File: src/hw/rtl/paycc_pkg.sv
// ----------------------------------------------------------------------------
// paycc_pkg: palette ARGB to A+YCbCr converter package
// Register map, conversion coefficients and a small helper function.
// ----------------------------------------------------------------------------
package paycc_pkg;

  // register index, taken from paddr[3:2]
  typedef enum logic [1:0] {
    REG_ALPHA_GAIN   = 2'd0,
    REG_ALPHA_OFFSET = 2'd1,
    REG_MIXER_FLAGS  = 2'd2,
    REG_RGB_OUTPUT   = 2'd3
  } reg_idx_e;

  localparam int unsigned AddrWidth = 4;
  localparam int unsigned DataWidth = 32;

  // mixer flag bits
  localparam int unsigned MixHalfBit = 0;
  localparam int unsigned MixGrayBit = 1;

  // x/100 as (x * 83887) >> 23, exact for x < 65536
  localparam logic [16:0] AlphaRecip = 17'd83887;
  localparam int unsigned AlphaShift = 23;
  // x/3 as (x * 683) >> 11, exact for x <= 765
  localparam logic [9:0]  ThirdRecip = 10'd683;
  localparam int unsigned ThirdShift = 11;

  // BT.601 studio range coefficients
  localparam logic signed [17:0] KyR  = 18'sd66;
  localparam logic signed [17:0] KyG  = 18'sd129;
  localparam logic signed [17:0] KyB  = 18'sd25;
  localparam logic signed [17:0] KcrR = 18'sd112;
  localparam logic signed [17:0] KcrG = -18'sd94;
  localparam logic signed [17:0] KcrB = -18'sd18;
  localparam logic signed [17:0] KcbR = -18'sd38;
  localparam logic signed [17:0] KcbG = -18'sd74;
  localparam logic signed [17:0] KcbB = 18'sd112;
  localparam logic signed [17:0] Round = 18'sd128;

  localparam logic [7:0] LumaOffset   = 8'd16;
  localparam logic [7:0] ChromaOffset = 8'd128;
  localparam logic [7:0] LumaMin      = 8'd16;
  localparam logic [7:0] LumaMax      = 8'd235;
  localparam logic [7:0] ChromaMin    = 8'd16;
  localparam logic [7:0] ChromaMax    = 8'd240;
  localparam logic [7:0] GrayChroma   = 8'h80;
  localparam logic [7:0] AlphaTopBit  = 8'h80;

  // saturate a signed value into lo..hi
  function automatic logic [7:0] clamp_u8(logic signed [17:0] v, logic [7:0] lo,
                                          logic [7:0] hi);
    logic [7:0] res;
    if (v < $signed({10'b0, lo})) begin
      res = lo;
    end else if (v > $signed({10'b0, hi})) begin
      res = hi;
    end else begin
      res = v[7:0];
    end
    return res;
  endfunction

endpackage

File: src/hw/rtl/palette_argb_to_aycbcr.sv
// ----------------------------------------------------------------------------
// palette_argb_to_aycbcr: palette entry converter
// Turns ARGB palette entries into corrected alpha plus RGB or Y Cb Cr.
// ----------------------------------------------------------------------------
// Usage
//   Input stream: one ARGB palette entry per beat, top-layer flag on tuser,
//   end of palette on tlast. Output stream: one colour-table entry per beat
//   (alpha, red or Y, green or Cb, blue or Cr), tlast copied through.
//   Each entry is held in an input register, converted in one combinational
//   pass, and caught in the output register. Throughput is one entry per
//   cycle while the receiver takes beats; the single 8x25 alpha multiply
//   and the constant colour matrix sit in that pass.
//   The APB port sets gain, offset, mixer flags and output mode; write it
//   only while no entry is in flight. A gain write also loads the scaled
//   gain used for the divide by 100.
//   Reset empties both stages and loads gain 0, offset 0, flags 0 and RGB
//   output mode.
//   When the receiver stalls, the output register holds its beat and the
//   input register can still take one more entry before s_axis_tready drops.
// ----------------------------------------------------------------------------
module palette_argb_to_aycbcr
  import paycc_pkg::*;
(
  input  logic                 clk_i,
  input  logic                 rst_ni,
  // input stream
  input  logic                 s_axis_tvalid,
  output logic                 s_axis_tready,
  input  logic [31:0]          s_axis_tdata,   // argb_color[31:0]
  input  logic                 s_axis_tuser,   // top_layer
  input  logic                 s_axis_tlast,
  // output stream
  output logic                 m_axis_tvalid,
  input  logic                 m_axis_tready,
  // alpha_out[7:0], red_or_luma[15:8], green_or_cb[23:16], blue_or_cr[31:24]
  output logic [31:0]          m_axis_tdata,
  output logic                 m_axis_tlast,
  // configuration
  input  logic                 psel,
  input  logic                 penable,
  input  logic                 pwrite,
  input  logic [AddrWidth-1:0] paddr,
  input  logic [DataWidth-1:0] pwdata,
  output logic [DataWidth-1:0] prdata,
  output logic                 pready
);

  // configuration registers
  logic [8:0]  gain_q, offset_q;
  logic [1:0]  mix_q;
  logic        rgb_q;
  logic [24:0] gscale_q, gscale_d;
  logic [8:0]  gain_mag;
  logic        cfg_wr;
  reg_idx_e    cfg_idx;

  assign pready  = 1'b1;
  assign cfg_wr  = psel & penable & pwrite & pready;
  assign cfg_idx = reg_idx_e'(paddr[3:2]);

  // |gain| * 83887, so per entry only one multiply by alpha is left
  assign gain_mag = pwdata[8] ? 9'(-pwdata[8:0]) : pwdata[8:0];
  assign gscale_d = {16'b0, gain_mag} * {8'b0, AlphaRecip};

  always_ff @(posedge clk_i or negedge rst_ni) begin
    if (!rst_ni) begin
      gain_q   <= '0;
      offset_q <= '0;
      mix_q    <= '0;
      rgb_q    <= 1'b1;
      gscale_q <= '0;
    end else if (cfg_wr) begin
      case (cfg_idx)
        REG_ALPHA_GAIN: begin
          gain_q   <= pwdata[8:0];
          gscale_q <= gscale_d;
        end
        REG_ALPHA_OFFSET: offset_q <= pwdata[8:0];
        REG_MIXER_FLAGS:  mix_q    <= pwdata[1:0];
        REG_RGB_OUTPUT:   rgb_q    <= pwdata[0];
        default: ;
      endcase
    end
  end

  always_comb begin
    case (cfg_idx)
      REG_ALPHA_GAIN:   prdata = {23'b0, gain_q};
      REG_ALPHA_OFFSET: prdata = {23'b0, offset_q};
      REG_MIXER_FLAGS:  prdata = {30'b0, mix_q};
      REG_RGB_OUTPUT:   prdata = {31'b0, rgb_q};
      default:          prdata = '0;
    endcase
  end

  // pipeline control
  logic        s1_valid_q, out_valid_q;
  logic [31:0] s1_argb_q;
  logic        s1_top_q, s1_last_q;
  logic [31:0] out_data_q, out_data_d;
  logic        out_last_q;
  logic        out_ready, s1_adv, s_acc;

  assign out_ready     = ~out_valid_q | m_axis_tready;
  assign s1_adv        = s1_valid_q & out_ready;
  assign s_axis_tready = ~s1_valid_q | out_ready;
  assign s_acc         = s_axis_tvalid & s_axis_tready;

  always_ff @(posedge clk_i or negedge rst_ni) begin
    if (!rst_ni) begin
      s1_valid_q  <= 1'b0;
      out_valid_q <= 1'b0;
    end else begin
      if (s_acc) begin
        s1_valid_q <= 1'b1;
      end else if (s1_adv) begin
        s1_valid_q <= 1'b0;
      end
      if (out_ready) begin
        out_valid_q <= s1_valid_q;
      end
    end
  end

  always_ff @(posedge clk_i) begin
    if (s_acc) begin
      s1_argb_q <= s_axis_tdata;
      s1_top_q  <= s_axis_tuser;
      s1_last_q <= s_axis_tlast;
    end
    if (s1_adv) begin
      out_data_q <= out_data_d;
      out_last_q <= s1_last_q;
    end
  end

  // conversion
  logic [7:0]         a, r, g, b;
  logic [32:0]        gprod;
  logic [9:0]         qmag;
  logic signed [11:0] q, alpha_sum;
  logic [7:0]         alpha_c, alpha_f;
  logic signed [17:0] rs, gs, bs, y_sum, cr_sum, cb_sum;
  logic signed [17:0] y_v, cr_v, cb_v;
  logic [7:0]         c0, c1, c2, c0_f, c1_f, c2_f;
  logic [9:0]         gray_sum;
  logic [19:0]        gray_prod;
  logic [7:0]         gray_avg;
  logic               mix_en;

  assign a = s1_argb_q[31:24];
  assign r = s1_argb_q[23:16];
  assign g = s1_argb_q[15:8];
  assign b = s1_argb_q[7:0];

  // alpha + gain*alpha/100 (toward zero) + offset
  assign gprod     = {8'b0, gscale_q} * {25'b0, a};
  assign qmag      = gprod[AlphaShift +: 10];
  assign q         = gain_q[8] ? -$signed({2'b0, qmag}) : $signed({2'b0, qmag});
  assign alpha_sum = $signed({4'b0, a}) + q + $signed({{3{offset_q[8]}}, offset_q});

  always_comb begin
    if (alpha_sum < 12'sd0) begin
      alpha_c = 8'd0;
    end else if (alpha_sum > 12'sd255) begin
      alpha_c = 8'd255;
    end else begin
      alpha_c = alpha_sum[7:0];
    end
  end

  assign rs = $signed({10'b0, r});
  assign gs = $signed({10'b0, g});
  assign bs = $signed({10'b0, b});

  assign y_sum  = KyR * rs + KyG * gs + KyB * bs + Round;
  assign cr_sum = KcrR * rs + KcrG * gs + KcrB * bs + Round;
  assign cb_sum = KcbR * rs + KcbG * gs + KcbB * bs + Round;

  assign y_v  = (y_sum >>> 8) + $signed({10'b0, LumaOffset});
  assign cr_v = (cr_sum >>> 8) + $signed({10'b0, ChromaOffset});
  assign cb_v = (cb_sum >>> 8) + $signed({10'b0, ChromaOffset});

  always_comb begin
    if (rgb_q) begin
      c0 = r;
      c1 = g;
      c2 = b;
    end else begin
      c0 = clamp_u8(y_v, LumaMin, LumaMax);
      c1 = clamp_u8(cb_v, ChromaMin, ChromaMax);
      c2 = clamp_u8(cr_v, ChromaMin, ChromaMax);
    end
  end

  // rgb average, only used in rgb mode where c0..c2 are r, g, b
  assign gray_sum  = {2'b0, r} + {2'b0, g} + {2'b0, b};
  assign gray_prod = {10'b0, gray_sum} * {10'b0, ThirdRecip};
  assign gray_avg  = gray_prod[ThirdShift +: 8];

  assign mix_en = ~s1_top_q;

  always_comb begin
    alpha_f = alpha_c;
    c0_f    = c0;
    c1_f    = c1;
    c2_f    = c2;
    if (mix_en && mix_q[MixHalfBit]) begin
      alpha_f = {1'b0, alpha_c[7:1]} | AlphaTopBit;
    end
    if (mix_en && mix_q[MixGrayBit]) begin
      if (rgb_q) begin
        c0_f = gray_avg;
        c1_f = gray_avg;
        c2_f = gray_avg;
      end else begin
        c1_f = GrayChroma;
        c2_f = GrayChroma;
      end
    end
  end

  assign out_data_d    = {c2_f, c1_f, c0_f, alpha_f};
  assign m_axis_tvalid = out_valid_q;
  assign m_axis_tdata  = out_data_q;
  assign m_axis_tlast  = out_last_q;

`ifndef NO_ASSERTIONS
  // an empty input stage always takes a beat
  a_s1_empty_ready: assert property (@(posedge clk_i) disable iff (!rst_ni)
    !s1_valid_q |-> s_axis_tready)
    else $error("input stage empty but not ready");

  // an accepted beat lands in the input stage
  a_acc_fills_s1: assert property (@(posedge clk_i) disable iff (!rst_ni)
    s_acc |=> s1_valid_q)
    else $error("accepted beat lost");

  // a held entry keeps its contents until it moves on
  a_s1_hold: assert property (@(posedge clk_i) disable iff (!rst_ni)
    (s1_valid_q && !s1_adv) |=> (s1_valid_q && $stable(s1_argb_q) && $stable(s1_last_q)))
    else $error("input stage changed while stalled");

  // output drains when nothing follows
  a_out_drain: assert property (@(posedge clk_i) disable iff (!rst_ni)
    (out_valid_q && m_axis_tready && !s1_valid_q) |=> !m_axis_tvalid)
    else $error("output beat repeated");
`endif

endmodule
File: config.mk
export PLATFORM = sky130hd
export DESIGN_NAME = palette_argb_to_aycbcr
export DESIGN_NICKNAME = d
export VERILOG_FILES = /design/src/hw/rtl/paycc_pkg.sv /design/src/hw/rtl/palette_argb_to_aycbcr.sv
export SDC_FILE = /design/constraint.sdc
export NUM_CORES = 1
export LEC_CHECK = 0
export BUFFER_PORTS_ARGS = -buffer_cell sky130_fd_sc_hd__buf_2
export CORE_MARGIN = 3
export CORE_UTILIZATION = 25
export CTS_CLUSTER_SIZE = 16
export DETAILED_ROUTE_END_ITERATION = 6
export PLACE_DENSITY = 0.47
export SLEW_MARGIN = 20
export SYNTH_ARGS = -nofsm -noshare
export SYNTH_HDL_FRONTEND = slang
export SYNTH_SLANG_ARGS = --single-unit
File: constraint.sdc
create_clock -name clk_i -period 8.7 [get_ports clk_i]
set_input_delay 2.61 -clock clk_i [delete_from_list [all_inputs] [get_ports clk_i]]
set_output_delay 2.61 -clock clk_i [all_outputs]
set_load 0.005 [all_outputs]
Word level (Yosys, flattened, before mapping). Cells that the tools add are included. Widths: inputs -> output; s select.

Bits of input ports: 77. Logic and storage cells: 93. Latch bits: 0. Bits in writable memories: 0. Output and inout port bits: 68. Flip-flop bits (word level): 115. Bits in read-only memories: 0. Memories: 0.

Shifts and indexed selects: 0. Reduce and logical (&&, ||, !) cells: 8. Add/sub/neg operators: 18. Eq/ne operators: 3. $lt $le $gt $ge: 8. Multiplexer cells: 22. Bitwise gates (word level): 9. Div/mod/pow operators: 0. $mul: 12.

Operators with widths (number): $mux 8 (16); $pmux 32 s4 (1); $add 18x9->18 const B (3); $add 16x17->18 (2); $gt 11x9->1 const B (3); $lt 11x6->1 const B (3); $mul 25x8->33 (1); $mul 7x9->16 const A (2); $mul 9x17->25 const B (1); $add 10x9->11 const B (2); $mul 3x8->11 const A (2); $mul 10x10->19 const B (1); $add 17x13->18 (1); $add 18x15->18 (1); $add 18x16->18 (1); $add 15x16->17 (1); $mul 8x8->16 const A (1); $mul 6x9->15 const A (1); $mul 5x9->14 const A (1); $mul 6x8->14 const A (1); $mul 5x8->13 const A (1); $add 12x9->12 (1); $add 9x12->12 (1); $gt 12x9->1 const B (1); 19 further kinds (31).

Longest topological paths before layout. Gate-level depths: netlist of the first run.

Depth in word-level cells: 11. Mapped depth: 36. Depth with buffers taken out: 35.

Worst setup path after synthesis of the first run. No wires, ideal clock.

Path kind: input to register. From: in pwdata[0]. To: reg gscale_q[22]. Path buffers: 0. Setup slack: 0.230 ns. Setup time: 0.096 ns. Data required time: 8.604 ns. Stages: 20. Arrival: 8.375 ns. Cells stage by stage: inv_1 -> ha_1 -> nand2_1 -> or3_1 -> nor4b_1 -> fa_1 -> fa_1 -> inv_1 -> fa_1 -> fa_1 -> ha_1 -> a21o_1 -> a21o_1 -> a21oi_1 -> a31oi_1 -> o21ai_0 -> o21ai_0 -> o21a_1 -> o21a_1 -> o31ai_1.

Word-level cells in the longest chain between the ends: 3.

Ends and longest elaborated chain: start, declared (line palette_argb_to_aycbcr.sv:43) `input logic [DataWidth-1:0] pwdata,`; $neg 9->9 (line palette_argb_to_aycbcr.sv:62) `assign gain_mag = pwdata[8] ? 9'(-pwdata[8:0]) : pwdata[8:0];`; $mux 9 * (line palette_argb_to_aycbcr.sv:62); $mul 9x17->25 * (line palette_argb_to_aycbcr.sv:63) `assign gscale_d = {16'b0, gain_mag} * {8'b0, AlphaRecip};`; end signal, assigned (line palette_argb_to_aycbcr.sv:76) `gscale_q <= gscale_d;`; end, declared (line palette_argb_to_aycbcr.sv:52) `logic [24:0] gscale_q, gscale_d;`.

Mark *: on every way between the ends. The rest lies on a longest branch, timed or not. A chain may end at the register's enable or synchronous reset.

Final worst setup path of the first run.
From: reg s1_argb_q[31]. To: reg out_data_q[6], in the netlist m_axis_tdata[6] (data pin).

Word-level cells in the longest chain between the ends: 9. Elaborated cells on any way between the ends: 10. Classes of those cells: add/sub: 3; mul: 1; order compare: 2; mux: 4.

Ends and longest elaborated chain: start, declared (line palette_argb_to_aycbcr.sv:98) `logic [31:0] s1_argb_q;`; start signal, assigned (line palette_argb_to_aycbcr.sv:127) `s1_argb_q <= s_axis_tdata;`; $mul 25x8->33 (line palette_argb_to_aycbcr.sv:157) `assign gprod = {8'b0, gscale_q} * {25'b0, a};`; $neg 10->12 (line palette_argb_to_aycbcr.sv:159) `assign q = gain_q[8] ? -$signed({2'b0, qmag}) : $signed({2'b0, qmag});`; $mux 12 (line palette_argb_to_aycbcr.sv:159); $add 9x12->12 * (line palette_argb_to_aycbcr.sv:160) `assign alpha_sum = $signed({4'b0, a}) + q + $signed({{3{offset_q[8]}}, offset_q});`; $add 12x9->12 * (line palette_argb_to_aycbcr.sv:160); $gt 12x9->1 (line palette_argb_to_aycbcr.sv:165) `end else if (alpha_sum > 12'sd255) begin`; $mux 8 (line palette_argb_to_aycbcr.sv:165); $mux 8 * (line palette_argb_to_aycbcr.sv:163) `if (alpha_sum < 12'sd0) begin`; $mux 7 * (line palette_argb_to_aycbcr.sv:208) `if (mix_en && mix_q[MixHalfBit]) begin`; named net alpha_f[6] (line palette_argb_to_aycbcr.sv:142) `logic [7:0] alpha_c, alpha_f;`; end signal, assigned (line palette_argb_to_aycbcr.sv:132) `out_data_q <= out_data_d;`; end, declared (line palette_argb_to_aycbcr.sv:100) `logic [31:0] out_data_q, out_data_d;`.

The timed path passes the listed nets; every way through them passes the cells marked *.

==> metrics.yaml, run 1 <==
status: "completed"
final_util_pct: 28.47
die_x_um: 324.2
cp.arrival_ns: 8.52
final_cell_count_no_fill: 4157
yosysMostFrequentCell: "inv_1"
end_kind: "flip-flop"
syn2layout_area_growth_pct: 12.82
synthTopCellsByCount: "507 x inv_1, 492 x ha_1, 329 x fa_1"
cts_root_buf: "clkbuf_16"
cts_buffers: 17
syn_inst: 2634
period_minus_slack_ns: 8.200
nets: 3685
routabilityCongestion: 0.8288
r2r-start: "s1_argb_q[31]$_DFFE_PP_"
path_class: "reg -> reg"
ios: 145
drt_iter0_markers: 721
drt_wl_total_mm: 67.93
htreeDepth: 4
dr.pass1.iters: 5
cp_max_fo: 26
max_stage_delay_ns: 0.55
placed_cell_area_um2: 27870
floorplan.rows: 116
grt_pass1_wl_mm: 108.6
yosys.area.top_type: "fa_1"
worstHoldStart: "s1_last_q$_DFFE_PP_"
relSlewSlack_pct: 36.84
antenna_left: 0
r2r_setup_slack_ns: 0.50
timing.final.crit_share_pct: 94.26
slew_viol_final: 0
synth-edff-count: 67
drive_gt1_share_pct: 9.286
finalSetupViolCount: 0
die_area_um2: 105100
ys_ff_latch: 114
synth.avg_cell_area_um2: 9.608
drc: 0
netlist.area_leader.share_pct: 26.02
skew_ns: 0.02300
grt_pass1_vias: 19030
min_path_cells: 0
die_h_um: 324.2
post_drt_wl_per_cell_um: 16.34
final_area_um2: 28550
yosys_warnings: 0
viasPerCell: 4.300
async_flop_share_pct: 41.23
portBuffers: 95
syn-cell-area_um2: 25310
crit_top_cell: "fa_1"
antenna_found_initial: 6
rr_worst_depth: 34
r2r-end: "m_axis_tdata[6]$_DFFE_PP_"
grt_max_degree: 57
grt_overflow: 0
clk_pin_slew_ns: 0.06
cp.required_ns: 9.01
synth_ff_type: "edfxtp_1"
yosysUniqueCellTypes: 84
initial_core_util_pct: 25.23
ys_top_cells_by_area: "fa_1 26%, ha_1 24%, edfxtp_1 7.9%"
yosysSeqAreaShare_pct: 12.60
whs_endpoint: "m_axis_tlast$_DFFE_PP_"
n_antenna_cell: 0
core_area_um2: 100300
num_vias: 17877
gr-usage-all-layers_pct: 13.54
fmax_mhz: 121.9
critPathSlowestCell: "fa_1"
hp-class: "reg -> reg"
clkLatencyLatePin_ns: 0.50
cts_buffer_depth: 2
dp_hpwl_mm: 57.49
tightest_slew_ns: 0.9375
clock_sinks: 114
cap_violations: 0
place_inst: 4119
cts_tree: "done"
startpoint_type: "flip-flop"
hold_violations: 0
==> how the worst max path moves through the flow <==
stage	from	to	slack (ns)	cells after the start
detailed placement	s1_argb_q[30]$_DFFE_PP_	m_axis_tdata[6]$_DFFE_PP_	0.09	32
finish	s1_argb_q[31]$_DFFE_PP_	m_axis_tdata[6]$_DFFE_PP_	0.50	34
global placement	s1_argb_q[30]$_DFFE_PP_	m_axis_tdata[6]$_DFFE_PP_	0.11	32
global route	s1_argb_q[12]$_DFFE_PP_	m_axis_tdata[23]$_DFFE_PP_	-0.002	35
CTS	s1_argb_q[30]$_DFFE_PP_	m_axis_tdata[6]$_DFFE_PP_	0.02	32
floorplan	pwdata[0]	gscale_q[22]$_DFFE_PN0P_	0.23	20
==> registers in the layout (all words and copies together) (netlist names) <==
register       count
mix_q              2
gain_q             9
s1_last_q          1
s1_valid_q         1
m_axis_tvalid      1
s1_argb_q         32
rgb_q              1
offset_q           9
s1_top_q           1
m_axis_tdata      32
gscale_q          24
m_axis_tlast       1
==> per-stage QoR <==
stage	setup slack (ns)	TNS (ns)	hold WS (ns)
after floorplan	0.2295	0	0.4003
after global placement	0.1107	0	0.4005
after detailed placement	0.08997	0	0.4056
after CTS	0.02395	0	0.4203
after global routing	-0.002053	-0.002053	0.4333
final	0.4995	0	0.4189
==> critical path: cells and delay by family (launching register included) <==
family                   cells  cell delay, ns
adder cells (fa/ha/maj)      9            3.82
AO/OA/AOI/OAI               13            2.18
AND/OR/NAND/NOR              4            0.58
buffers and inverters        5            0.58
XOR/XNOR                     3            0.42
flip-flops                   1            0.41
==> routing by layer <==
layer	up-vias	GRT usage, %	part of all wire (%)
met5	-	0	0
met4	0	2.702	1.4
met3	39	1.717	2.8
met2	229	23.18	48
met1	8698	18.35	48
li1	8911	-	-
==> timing repair <==
| action | CTS | global route |
|---|---|---|
| gates resized for setup | 0 | 5 |
| endpoints found under the setup margin | 0 | 16 |
| hold buffers | 0 | 0 |
| setup buffers | 0 | 6 |
==> cell usage in the layout (no fill, tap or decap), types with 6 or more instances in the layout <==
cell         n
o31ai_1      7
nand2b_1    20
nor3_1      22
fa_1       329
o2111ai_1    6
buf_2       95
edfxtp_1    67
nor4_1       7
o21ai_1     10
mux2i_1     11
conb_1      24
or3_1        9
nand3_1     18
a21oi_1    112
clkbuf_16   18
and3_1       9
nor2_1      90
a221o_1      9
mux2_2      16
dfrtp_1     46
nand2_1    149
inv_1      507
nand4_1      9
o21ai_0     81
o211ai_1    14
a31oi_1      9
nor2b_1     23
xnor2_1    100
o21a_1      14
buf_4       82
a211o_1      9
a211oi_1    11
o21bai_1    26
and2_1     158
ha_1       492
a21o_1      44
xor2_1      46
==> layout make-up <==
cell class | count | area (um^2)
multi-input cells | 1965 | 19960
clock inverters | 14 | 156.4
fillers | 10629 | 71740
repair buffers | 182 | 1191
well taps | 1357 | 1698
flip-flops and latches | 114 | 3189
inverters | 507 | 1903
clock buffers | 18 | 450.4
==> cell families (layout without fill, tap and decap cells) <==
logic type | after synthesis | count (layout) | share of synthesized area, %
buf+inv | 577 | 721 | 8.953
simple gates | 538 | 538 | 10.89
flops | 114 | 114 | 12.60
other cells | 2 | 24 | 0.02967
xor+xnor | 150 | 150 | 5.300
compound gates | 404 | 404 | 10.64
mux | 28 | 28 | 1.236
fa+ha+maj | 821 | 821 | 50.35
Power of run 1 is not shown: default switching activity piles up to over one toggle a cycle in this logic, so the estimate is an artifact.
==> run 2: changes to the inputs <==
--- a/config.mk
+++ b/config.mk
@@ -6,11 +6,13 @@
 export NUM_CORES = 1
 export LEC_CHECK = 0
 export BUFFER_PORTS_ARGS = -buffer_cell sky130_fd_sc_hd__buf_2
+export CELL_PAD_IN_SITES_DETAIL_PLACEMENT = 1
+export CELL_PAD_IN_SITES_GLOBAL_PLACEMENT = 1
 export CORE_MARGIN = 3
 export CORE_UTILIZATION = 25
 export CTS_CLUSTER_SIZE = 16
 export DETAILED_ROUTE_END_ITERATION = 6
-export PLACE_DENSITY = 0.47
+export PLACE_DENSITY = 0.55
 export SLEW_MARGIN = 20
 export SYNTH_ARGS = -nofsm -noshare
 export SYNTH_HDL_FRONTEND = slang
==> run 2 against run 1 <==
Effect of this change: routed wire length up 9.1%; setup slack worse by 0.050 ns; register-to-register slack got worse by 0.05 ns; sequential share of layout area barely moved; worst hold slack improved by 0.0078 ns; first-iteration DRC count grew 11%; utilization about the same; clock skew is 0.00081 ns lower; critical path depth up 2; global-route usage grew 1.2 points; die area is the same.
==> metrics.yaml, run 2 (synthesis gave the netlist of run 1 again) <==
status: "completed"
tightest_slew_ns: 1.080
crit_top_cell: "ha_1"
dr.pass1.iters: 5
floorplan.rows: 116
final_cell_count_no_fill: 4166
drt_iter0_markers: 799
clk_pin_slew_ns: 0.08
grt_pass1_vias: 20140
drc: 0
whs_ns: 0.4267
antenna_left: 0
place_ws_ns: 0.2620
cap_violations: 0
die_h_um: 324.2
place_inst: 4128
wl_met1_mm: 36.32
portBuffers: 95
ios: 145
cp.arrival_ns: 8.47
dp_hpwl_mm: 62.67
max_stage_delay_ns: 0.54
htreeDepth: 4
clkLatencyLatePin_ns: 0.49
cts_root_buf: "clkbuf_16"
drt_wl_total_mm: 74.13
drive_gt1_share_pct: 9.509
final_cell_mix: "507 x inv_1, 492 x ha_1, 329 x fa_1"
period_minus_slack_ns: 8.250
slew_viol_final: 0
route.met3.wl_mm: 2.081
viasPerCell: 4.429
cp.required_ns: 8.92
cp_max_fo: 3
gr-usage-all-layers_pct: 14.71
core_area_um2: 100300
grt_max_degree: 57
cts_tree: "done"
syn2layout_area_growth_pct: 12.96
initial_core_util_pct: 25.23
setup_slack_ns: 0.4497
routabilityCongestion: 0.8031
final_common_cell: "inv_1"
grt_overflow: 0
skew_ns: 0.02219
cts_buffers: 17
hold_violations: 0
cts_buffer_depth: 2
clock_sinks: 114
die_area_um2: 105100
wl_met2_mm: 34.92
end_kind: "flip-flop"
relSlewSlack_pct: 27.22
grt_pass1_wl_mm: 117.7
post_drt_wl_per_cell_um: 17.79
critPathSlowestCell: "fa_1"
final_util_pct: 28.51
antenna_found_initial: 6
startpoint_type: "flip-flop"
num_vias: 18452
fmax_mhz: 121.2
die_x_um: 324.2
cts_hold_buf: 0
finalSetupViolCount: 0
routed.top_layer: "met4"
nets: 3693
path_class: "reg -> reg"
hp-class: "reg -> reg"
timing.final.crit_share_pct: 94.83
[run 2: cell types whose count changed in the layout (fill, tap and decap cells not counted), moves of 2 or more]
cell / before / now
o21ai_1: 10 / 12
xnor2_2: 2 / 0
xnor2_1: 100 / 102
buf_4: 82 / 89
clkinv_2: 0 / 2
inv_8: 5 / 0
[run 2: per-layer routing]
metal	vias up	GRT usage, %
li1	8900	-
met1	9319	20.31
met2	195	25.05
met3	38	1.866
met4	0	2.279
met5	-	0
[run 2: repair_timing]
action	CTS	global route
setup endpoints to repair	0	20
buffers inserted	0	5
gates resized for setup	0	6
[run 2: area by class of cell]
class | instances | area, um^2
fillers | 11642 | 71700
inverters | 507 | 1903
well taps | 1357 | 1698
clock buffers | 19 | 454.2
clock inverters | 13 | 123.9
repair buffers | 190 | 1255
diodes | 1 | 2.502
flip-flops and latches | 114 | 3189
multi-input cells | 1965 | 19960
[run 2: path summary, 6_finish.rpt]
kind	from	to	slack (ns)	cells past startpoint
max	s1_argb_q[12]$_DFFE_PP_	m_axis_tdata[19]$_DFFE_PP_	0.45	36
min	s1_last_q$_DFFE_PP_	m_axis_tlast$_DFFE_PP_	0.43	0
max reg2reg	s1_argb_q[12]$_DFFE_PP_	m_axis_tdata[19]$_DFFE_PP_	0.45	36
min reg2reg	s1_last_q$_DFFE_PP_	m_axis_tlast$_DFFE_PP_	0.43	0
max in group asynchronous	rst_ni	gscale_q[2]$_DFFE_PN0P_	6.04	2
min in group asynchronous	rst_ni	gain_q[2]$_DFFE_PN0P_	2.22	2
[run 2: worst max-delay path: cells and delay by family, from the launching register on]
kind | cells | cell delay [ns]
fa+ha+maj | 9 | 3.29
simple gates | 7 | 1.13
mux | 1 | 0.20
flops | 1 | 0.52
compound gates | 9 | 1.59
buf+inv | 8 | 0.80
xor+xnor | 2 | 0.44
[run 2: metrics by stage]
stage / setup TNS, ns / area [um^2]
3_3_place_gp: 0 / 27920
6_report: 0 / 28590
2_1_floorplan: 0 / 25390
4_1_cts: 0 / 28500
3_5_place_dp: 0 / 27920
5_1_grt: -0.008733 / 28590
Power of run 2 is left out for the same reason.
==> run 3: changes to the inputs <==
--- a/config.mk
+++ b/config.mk
@@ -12,7 +12,7 @@
 export CORE_UTILIZATION = 25
 export CTS_CLUSTER_SIZE = 16
 export DETAILED_ROUTE_END_ITERATION = 6
-export PLACE_DENSITY = 0.55
+export PLACE_DENSITY = 0.57
 export SLEW_MARGIN = 20
 export SYNTH_ARGS = -nofsm -noshare
 export SYNTH_HDL_FRONTEND = slang
==> constraint.sdc (replaced) <==
create_clock -name clk_i -period 6.75 [get_ports clk_i]
set_input_delay 2.025 -clock clk_i [delete_from_list [all_inputs] [get_ports clk_i]]
set_output_delay 2.025 -clock clk_i [all_outputs]
set_load 0.005 [all_outputs]
==> run 3 against run 2 <==
Effect of this change: the run now ends with negative setup slack left; design area rose by 24%; global-route usage rose by 1.2 points; utilization rose by 6.8 points; setup slack got worse by 1.3 ns; non-clock buffer count rose by 523; count of clock-buffer cells in the layout fell by 1; fmax rose by 8.2%.
==> metrics.yaml, run 3 (synthesis gave the netlist of run 1 again) <==
drt_iter0_markers: 643
timing.final.crit_share_pct: 113.0
viasPerCell: 4.400
path_buf_inv: 6
period_minus_slack_ns: 7.625
die_x_um: 324.2
floorplan.rows: 116
startpoint_type: "flip-flop"
n_antenna_cell: 0
skew_ns: 0.01514
finalSetupTns_ns: -12.72
final_cell_mix: "564 x buf_4, 458 x inv_1, 401 x ha_1"
clock_sinks: 114
multiInputGateArea_um2: 22510
status: "finished with violations"
core_area_um2: 100300
dp_hpwl_mm: 66.75
cts_tree: "done"
rsz0062_at_grt: "true"
finalSetupViolCount: 32
fmax_mhz: 131.1
grt_max_degree: 57
num_vias: 20625
portBuffers: 95
drc: 0
cp_max_fo: 8
antenna_found_initial: 7
nets: 4216
path_class: "reg -> reg"
tightest_slew_ns: 1.061
end_kind: "flip-flop"
nFillCells: 11493
max_stage_delay_ns: 0.55
cap_violations: 0
cp.arrival_ns: 7.81
die_area_um2: 105100
grt_overflow: 0
relSlewSlack_pct: 29.26
dr.pass1.iters: 4
clkLatencyLatePin_ns: 0.47
routabilityCongestion: 0.8370
cts_buffers: 17
place_ws_ns: -1.209
die_h_um: 324.2
ios: 145
cts_root_buf: "clkbuf_16"
whs_ns: 0.4208
seqCellArea_um2: 3189
cp_top_family: "adder cells"
violations: "negative setup slack"
cp.required_ns: 6.94
post_drt_wl_per_cell_um: 17.33
grt_pass1_vias: 22961
initial_core_util_pct: 25.23
slew_viol_final: 0
drive_gt1_share_pct: 34.73
htreeDepth: 4
cts_buffer_depth: 2
clk_pin_slew_ns: 0.06
grt_pass1_wl_mm: 128.9
antenna_left: 0
hp-class: "reg -> reg"
gr-usage-all-layers_pct: 15.94
final_util_pct: 35.30
setup_slack_ns: -0.8750
critPathSlowestCell: "fa_1"
hold_violations: 0
crit_top_cell: "fa_1"
drt_wl_total_mm: 81.23
final_common_cell: "buf_4"
syn2layout_area_growth_pct: 39.87
cts_hold_buf: 0
[run 3: path summary, 6_finish.rpt]
kind                                               from  cells past startpoint  slack [ns]                            end
worst min register to register      s1_last_q$_DFFE_PP_                      0        0.42         m_axis_tlast$_DFFE_PP_
worst max-delay path            s1_argb_q[29]$_DFFE_PP_                     34       -0.88  m_axis_tdata[7]$_SDFFCE_PP1P_
worst max register to register  s1_argb_q[29]$_DFFE_PP_                     34       -0.88  m_axis_tdata[7]$_SDFFCE_PP1P_
worst min-delay path                s1_last_q$_DFFE_PP_                      0        0.42         m_axis_tlast$_DFFE_PP_
max in group asynchronous                        rst_ni                      2        4.57         s1_valid_q$_DFFE_PN0P_
min in group asynchronous                        rst_ni                      2        1.69        offset_q[8]$_DFFE_PN0P_
[run 3: layer usage]
layer	routed length, um	global-route usage (%)	vias up
met4	1695	3.539	0
met1	37680	21.11	10385
met2	39960	27.85	222
met5	0	0	-
met3	1901	1.848	72
li1	-	-	9946
[run 3: area by class of cell]
cell class | instances | share of cell area (%)
Inverter | 507 | 5.461
Clock inverter | 14 | 0.3322
Timing Repair Buffer | 713 | 15.54
Multi-Input combinational cell | 1965 | 63.59
Tap cell | 1357 | 4.796
Sequential cell | 114 | 9.010
Clock buffer | 18 | 1.272
[run 3: timing repair]
action,4_1_cts,5_1_grt
resized for setup,246,172
pin swaps,224,217
setup buffers,76,37
hold endpoints to repair,0,0
gates cloned,3,0
endpoints found under the setup margin,36,40
[run 3: metrics by stage]
step / cell area [um^2] / std cells
2_1_floorplan: 26000 / 2656
3_3_place_gp: 31770 / 4557
3_5_place_dp: 31770 / 4557
4_1_cts: 34350 / 4663
5_1_grt: 35400 / 4688
6_report: 35400 / 4688
Power of run 3 is left out for the same reason.
